==> src/hw/rtl/c2d_pkg.sv <==
// Shared constants, types and register codes of the 5x5 convolution stream unit.
package c2d_pkg;

  // Pixel and kernel geometry
  localparam int unsigned PixW        = 8;
  localparam int unsigned KernelSize  = 5;
  localparam int unsigned NumTaps     = KernelSize * KernelSize;
  localparam int unsigned LineRows    = KernelSize - 1;
  localparam int unsigned LaneW       = $clog2(LineRows);
  localparam int unsigned MaxWidthDef = 256;

  // Configuration port
  localparam int unsigned CfgDataW = 64;
  localparam int unsigned CfgIdxW  = 3;
  localparam int unsigned DimW     = 9;
  localparam int unsigned CoefW    = 8;
  localparam logic [DimW-1:0] DimReset = 9'd256;

  // Arithmetic widths: pixel times coefficient, row of five, five rows
  localparam int unsigned ProdW = 16;
  localparam int unsigned RowW  = ProdW + $clog2(KernelSize);
  localparam int unsigned SumW  = RowW + $clog2(KernelSize);
  localparam int unsigned PixMax = 255;

  typedef enum logic [CfgIdxW-1:0] {
    RegImageWidth  = 3'd0,
    RegImageHeight = 3'd1,
    RegCoefWord0   = 3'd2,
    RegCoefWord1   = 3'd3,
    RegCoefWord2   = 3'd4,
    RegCoefWord3   = 3'd5
  } reg_idx_e;

  // Coefficient k = m*KernelSize+n at entry k
  typedef logic [NumTaps-1:0][CoefW-1:0] coef_vec_t;

  // Window entry [m][n] holds input(i-m, j-n)
  typedef logic [KernelSize-1:0][KernelSize-1:0][PixW-1:0] pix_win_t;

  typedef struct packed {
    logic     frame_last;
    pix_win_t pix;
  } win_t;

endpackage

==> src/hw/rtl/c2d_mac.sv <==
// Multiply-accumulate pipeline over the 5x5 window with clamp to 0..255.
module c2d_mac import c2d_pkg::*; (
  input  logic            clk_i,
  input  logic            rst_ni,
  input  logic            win_valid_i,
  input  win_t            win_i,
  output logic            win_ready_o,
  input  coef_vec_t       coef_i,
  output logic [PixW-1:0] pixel_o,
  output logic            frame_last_o,
  output logic            valid_o,
  input  logic            ready_i
);

  logic                   v3_q, v4_q, v5_q;
  logic                   last3_q, last4_q, last5_q;
  logic                   r3, r4, r5;
  logic signed [ProdW-1:0] prod_q [NumTaps];
  logic signed [ProdW-1:0] prod_d [NumTaps];
  logic signed [RowW-1:0]  rsum_q [KernelSize];
  logic signed [RowW-1:0]  rsum_d [KernelSize];
  logic signed [SumW-1:0]  total;
  logic [PixW-1:0]         pix_d, pix_q;

  // Per-stage ready: a stage moves when the next one is empty or moving
  assign r5          = !v5_q || ready_i;
  assign r4          = !v4_q || r5;
  assign r3          = !v3_q || r4;
  assign win_ready_o = r3;

  always_ff @(posedge clk_i or negedge rst_ni) begin
    if (!rst_ni) begin
      v3_q <= 1'b0;
      v4_q <= 1'b0;
      v5_q <= 1'b0;
    end else begin
      if (r3) begin
        v3_q <= win_valid_i;
      end
      if (r4) begin
        v4_q <= v3_q;
      end
      if (r5) begin
        v5_q <= v4_q;
      end
    end
  end

  // Products of every tap, both operands widened to the product width
  always_comb begin
    int k;
    k = 0;
    for (int m = 0; m < KernelSize; m++) begin
      for (int n = 0; n < KernelSize; n++) begin
        k = m * KernelSize + n;
        prod_d[k] = $signed(ProdW'(win_i.pix[m][n])) *
                    $signed({{(ProdW-CoefW){coef_i[k][CoefW-1]}}, coef_i[k]});
      end
    end
  end

  // Row sums
  always_comb begin
    for (int m = 0; m < KernelSize; m++) begin
      rsum_d[m] = '0;
      for (int n = 0; n < KernelSize; n++) begin
        rsum_d[m] = rsum_d[m] + RowW'(prod_q[m * KernelSize + n]);
      end
    end
  end

  // Total and clamp
  always_comb begin
    total = '0;
    for (int m = 0; m < KernelSize; m++) begin
      total = total + SumW'(rsum_q[m]);
    end
    if (total < 0) begin
      pix_d = '0;
    end else if (total > SumW'(PixMax)) begin
      pix_d = PixW'(PixMax);
    end else begin
      pix_d = total[PixW-1:0];
    end
  end

  always_ff @(posedge clk_i) begin
    if (r3 && win_valid_i) begin
      prod_q  <= prod_d;
      last3_q <= win_i.frame_last;
    end
    if (r4 && v3_q) begin
      rsum_q  <= rsum_d;
      last4_q <= last3_q;
    end
    if (r5 && v4_q) begin
      pix_q   <= pix_d;
      last5_q <= last4_q;
    end
  end

  assign pixel_o      = pix_q;
  assign frame_last_o = last5_q;
  assign valid_o      = v5_q;

endmodule

==> config.mk <==
export PLATFORM = sky130hd
export DESIGN_NAME = c2d_mac
export DESIGN_NICKNAME = d
export VERILOG_FILES = /design/src/hw/rtl/c2d_pkg.sv /design/src/hw/rtl/c2d_mac.sv
export SDC_FILE = /design/constraint.sdc
export NUM_CORES = 2
export LEC_CHECK = 0
export BUFFER_PORTS_ARGS = -buffer_cell sky130_fd_sc_hd__buf_2
export CAP_MARGIN = 10
export CORE_UTILIZATION = 35
export CTS_BUF_LIST = sky130_fd_sc_hd__clkbuf_4
export DETAILED_ROUTE_END_ITERATION = 8
export HOLD_SLACK_MARGIN = 0.05
export PLACE_DENSITY = 0.54
export SLEW_MARGIN = 20
export SYNTH_ARGS = -nofsm -noshare
export SYNTH_HDL_FRONTEND = slang
export SYNTH_SLANG_ARGS = --single-unit
export TNS_END_PERCENT = 30
==> constraint.sdc <==
create_clock -name clk_i -period 12.2 [get_ports clk_i]
set_clock_uncertainty 0.2 [all_clocks]
set_input_delay 2.44 -clock clk_i [delete_from_list [all_inputs] [get_ports clk_i]]
set_output_delay 2.44 -clock clk_i [all_outputs]
set_load 0.01 [all_outputs]
Yosys cells after proc, flatten, opt, wreduce, memory -nomap -nowiden
Index checks and enable logic that the tools add are counted.

operators by class
  $add $sub $neg = 24
  $mul = 25
  magnitude comparators = 2
  muxes and demuxes = 1
  reduce and logical (&&, ||, !) cells = 9

operator list
  cell                                                                            count
  9-bit by 8-bit multiplier with 16-bit output                                    25
  18-bit by 16-bit adder with 19-bit output                                       5
  19-bit by 16-bit adder with 19-bit output                                       5
  17-bit by 16-bit adder with 18-bit output                                       5
  16-bit by 16-bit adder with 17-bit output                                       5
  21-bit by 19-bit adder with 22-bit output                                       1
  22-bit by 19-bit adder with 22-bit output                                       1
  22-bit by 8-bit > comparator with 1-bit output (second input constant)          1
  22-bit by 1-bit less-than comparator with 1-bit output (second input constant)  1
  20-bit by 19-bit adder with 21-bit output                                       1
  19-bit by 19-bit adder with 20-bit output                                       1
  8-bit 2-to-1 mux                                                                1
  1-bit logical AND                                                               3
  1-bit logical NOT                                                               3
  1-bit logical OR                                                                3

word-level totals
  flip-flop bits (word level) = 509
  input port bits = 405
  output and inout port bits = 11
  word-level logic and storage cells = 98

Depth between registers and ports, before layout
  depth after elaboration = 6
  mapped depth = 21

Worst setup path before layout
Ideal clock, no wire load.

  path type = input port to flip-flop
  start point = input port ready_i
  end point = register last3_q (enable)
  library setup time = 0.817 ns
  arrival time = 11.760 ns
  data required time = 11.183 ns
  path slack = -0.577 ns
  cell stages on the path = 3
  path buffers = 0
  cells stage by stage = nor2b_1 > nand3_1 > and2_1

on the way
  word-level cells in the longest chain between the ends = 4

RTL lines
  item                    RTL line       source
  start: declaration      c2d_mac.sv:12  input logic ready_i
  1-bit logical OR        c2d_mac.sv:26  assign r5 = !v5_q || ready_i;
  1-bit logical OR        c2d_mac.sv:27  assign r4 = !v4_q || r5;
  1-bit logical OR        c2d_mac.sv:28  assign r3 = !v3_q || r4;
  named net win_ready_o   c2d_mac.sv:7   output logic win_ready_o,
  1-bit logical AND       c2d_mac.sv:88  if (r3 && win_valid_i) begin
  end signal: assignment  c2d_mac.sv:90  last3_q <= win_i.frame_last;
  end: declaration        c2d_mac.sv:16  logic last3_q, last4_q, last5_q;

The timed path passes the listed nets, and every way through them passes these cells.
A chain may end at the register's enable or synchronous reset.

==> reports/summary.txt <==
Run status: completed
Routability congestion estimate: 0.854
Fin area: 0.0865 mm^2
Yosys cell types: 50
Hold endpoint: last4_q
Core Area: 0.223 mm^2
Hold_sp: last3_q
H-tree depth: 4
Max-Cap Viols: 0
FF+latch count, synth: 509
Worst slew pin tran: 1030 ps
Reg clk slew, reported paths: 60 ps
Final period utilization: 0.520
Die Wd: 476 um
Cell area after placement: 0.0845 mm^2
Routed wire length: 193,000 um
I/O pin cnt: 416
Post-synth top area cell: fa_1
Count leader, synth: inv_1
Starting Density: 0.353
1st-pass router iterations: 7
RSZ-0062 raised after global routing: no
Sequential fraction of the synthesis area: 0.194
Hold Path Class: register to register
Rows: 173
Vias/cell: 4.68
Worst setup EP type: register
Syn avg cell area: 10.2 um^2
Total negative slack: 0 ps
Worst EP required: 12,830 ps
Endpoint arrival time on the critical path: 6970 ps
IO Port Bufs: 415
CTS root buf: clkbuf_4
Fmax achieved: 0.158 GHz
Final slew viol count: 0
DP Worst Slack: 4830 ps
Min-Delay Path Depth: 0
Post-synth EDFFs: 506
Die Area: 0.227 mm^2
Post-synth top area share: 0.314
Clock sinks: 509
Remaining antenna violation count: 0
Global-route usage over all layers: 0.176
Clock Path Buffers: 3
Crit Path Class: input port to register
Endpoints failing setup: 0
R2r endpoint: pixel_o[6]
Mapped Area: 0.0786 mm^2
Initial antenna violation count: 35
Routed wire length per instance: 16.9 um
Final setup margin: 5860 ps
Gate Count Post-Synth: 7,725
Die Ht: 476 um
Hold buffer count at cts: 0
Share of post-route cells with drive strength above 1: 0.0805
Rel. slew slack: 0.312
Vias in the first global route: 56,800
Nets: 11,100
Synth top cells by count: inv_1 (1,644), fa_1 (1,234), ha_1 (1,117), and2_1 (879), nand2_1 (653)
Vias: 53,400
R2R setup slack: 6620 ps
Ys flop type: edfxtp_1
Async set or reset register ratio after synthesis: 0.00589
Top cells by area, synth: fa_1 (31%), edfxtp_1 (19%), ha_1 (18%)
Post-cts resize count: 0
Final Hold Viols: 0
Total CTS buffers: 156
Path depth of the worst reg2reg path: 17
CP Launch Type: input port
CTS tree: built
First-pass GRT wire length: 312,000 um
FILL cells: 22,200
1st-iter DRT viols: 2,592
Reg2reg start: rsum_q[1]
Drc violations: 0
# Post-CTS Setup Buffers: 0
Grt ovf: 0
Worst-Skew Late Latency: 1100 ps
Worst Path Max Fanout: 8
Minimum clock period: 6340 ps
Layout area overhead: 9.98%
Largest net degree at the start of global routing: 149
Syn Nets: 10,500
Dpl hpwl: 164,000 um
Ys Warns: 0
==> final cells by class <==
| type | instances | area (um^2) | share of cell area |
|---|---|---|---|
| multi-input combinational | 5570 | 57200 | 0.661 |
| sequential | 509 | 15300 | 0.177 |
| inverter | 1644 | 6170 | 0.0714 |
| tap | 2975 | 3720 | 0.0430 |
| timing repair buffer | 419 | 2130 | 0.0247 |
| clock buffer | 217 | 1630 | 0.0188 |
| clock inverter | 53 | 315 | 0.00365 |
| antenna | 20 | 50.0 | 0.000579 |
==> cells by family (layout without fill, tap and decap cells) <==
group | after synthesis | in the layout | share of synthesized area
flip-flops | 509 | 509 | 0.194
XOR/XNOR | 310 | 310 | 0.0345
adder cells (fa/ha/maj) | 2351 | 2351 | 0.492
AO/OA/AOI/OAI | 613 | 613 | 0.0514
buffers and inverters | 1646 | 2333 | 0.0786
other | 0 | 20 | 0
multiplexers | 8 | 8 | 0.00102
AND/OR/NAND/NOR | 2288 | 2288 | 0.148
==> layer usage <==
| layer | share of wire | wire length (um) | GRT usage |
|---|---|---|---|
| met4 | 0.017 | 3280 | 0.0377 |
| met2 | 0.47 | 90900 | 0.290 |
| met3 | 0.045 | 8590 | 0.0251 |
| met1 | 0.47 | 89900 | 0.244 |
| met5 | 0.00054 | 104 | 0 |
==> worst max-delay path, cell delays in order <==
cell	delay [ps]
buf_2	190
inv_1	130
fa_1	520
fa_1	520
inv_1	50
fa_1	520
inv_1	50
fa_1	470
inv_1	40
ha_1	320
o21ai_0	140
a21boi_0	300
o21ai_0	160
a21boi_0	290
o21ai_0	160
a21boi_0	390
or4_1	170
nand3_1	100
==> sequential cells by signal, summed over array words and instances (netlist names) <==
name / cells
last4_q: 1
last3_q: 1
valid_o: 1
v3_q: 1
rsum_q: 95
pixel_o: 8
frame_last_o: 1
prod_q: 400
v4_q: 1
==> per-stage QoR <==
step / hold slack [ps] / util / cells
5_1_grt: 171 / 0.388 / 11400
3_3_place_gp: 208 / 0.379 / 11100
2_1_floorplan: 200 / - / 7725
6_report: 203 / 0.388 / 11400
4_1_cts: 179 / 0.388 / 11400
3_5_place_dp: 208 / 0.379 / 11100
==> layout by cell type (no fill, tap or decap), types with 133 or more instances in the layout <==
master and n:
inv_1 1644, fa_1 1234, ha_1 1117, and2_1 877, nand2_1 653, edfxtp_1 506
buf_2 415, nor2_1 371, xnor2_1 264, clkbuf_4 217, nand2b_1 173, o21ai_0 138
a21oi_1 133
==> worst max-delay path by stage <==
stage | from | to | depth (start not counted) | slack, ps
after CTS | coef_i[7] | prod_q[398] | 18 | 6120
after global routing | coef_i[159] | prod_q[94] | 18 | 5600
after floorplan | ready_i | last3_q | 3 | 3970
final | coef_i[159] | prod_q[94] | 18 | 5860
after global placement | coef_i[130] | prod_q[142] | 18 | 4860
after detailed placement | coef_i[159] | prod_q[94] | 18 | 4830
Power is not shown: default switching activity piles up to over one toggle a cycle in this logic, so the estimate is an artifact.
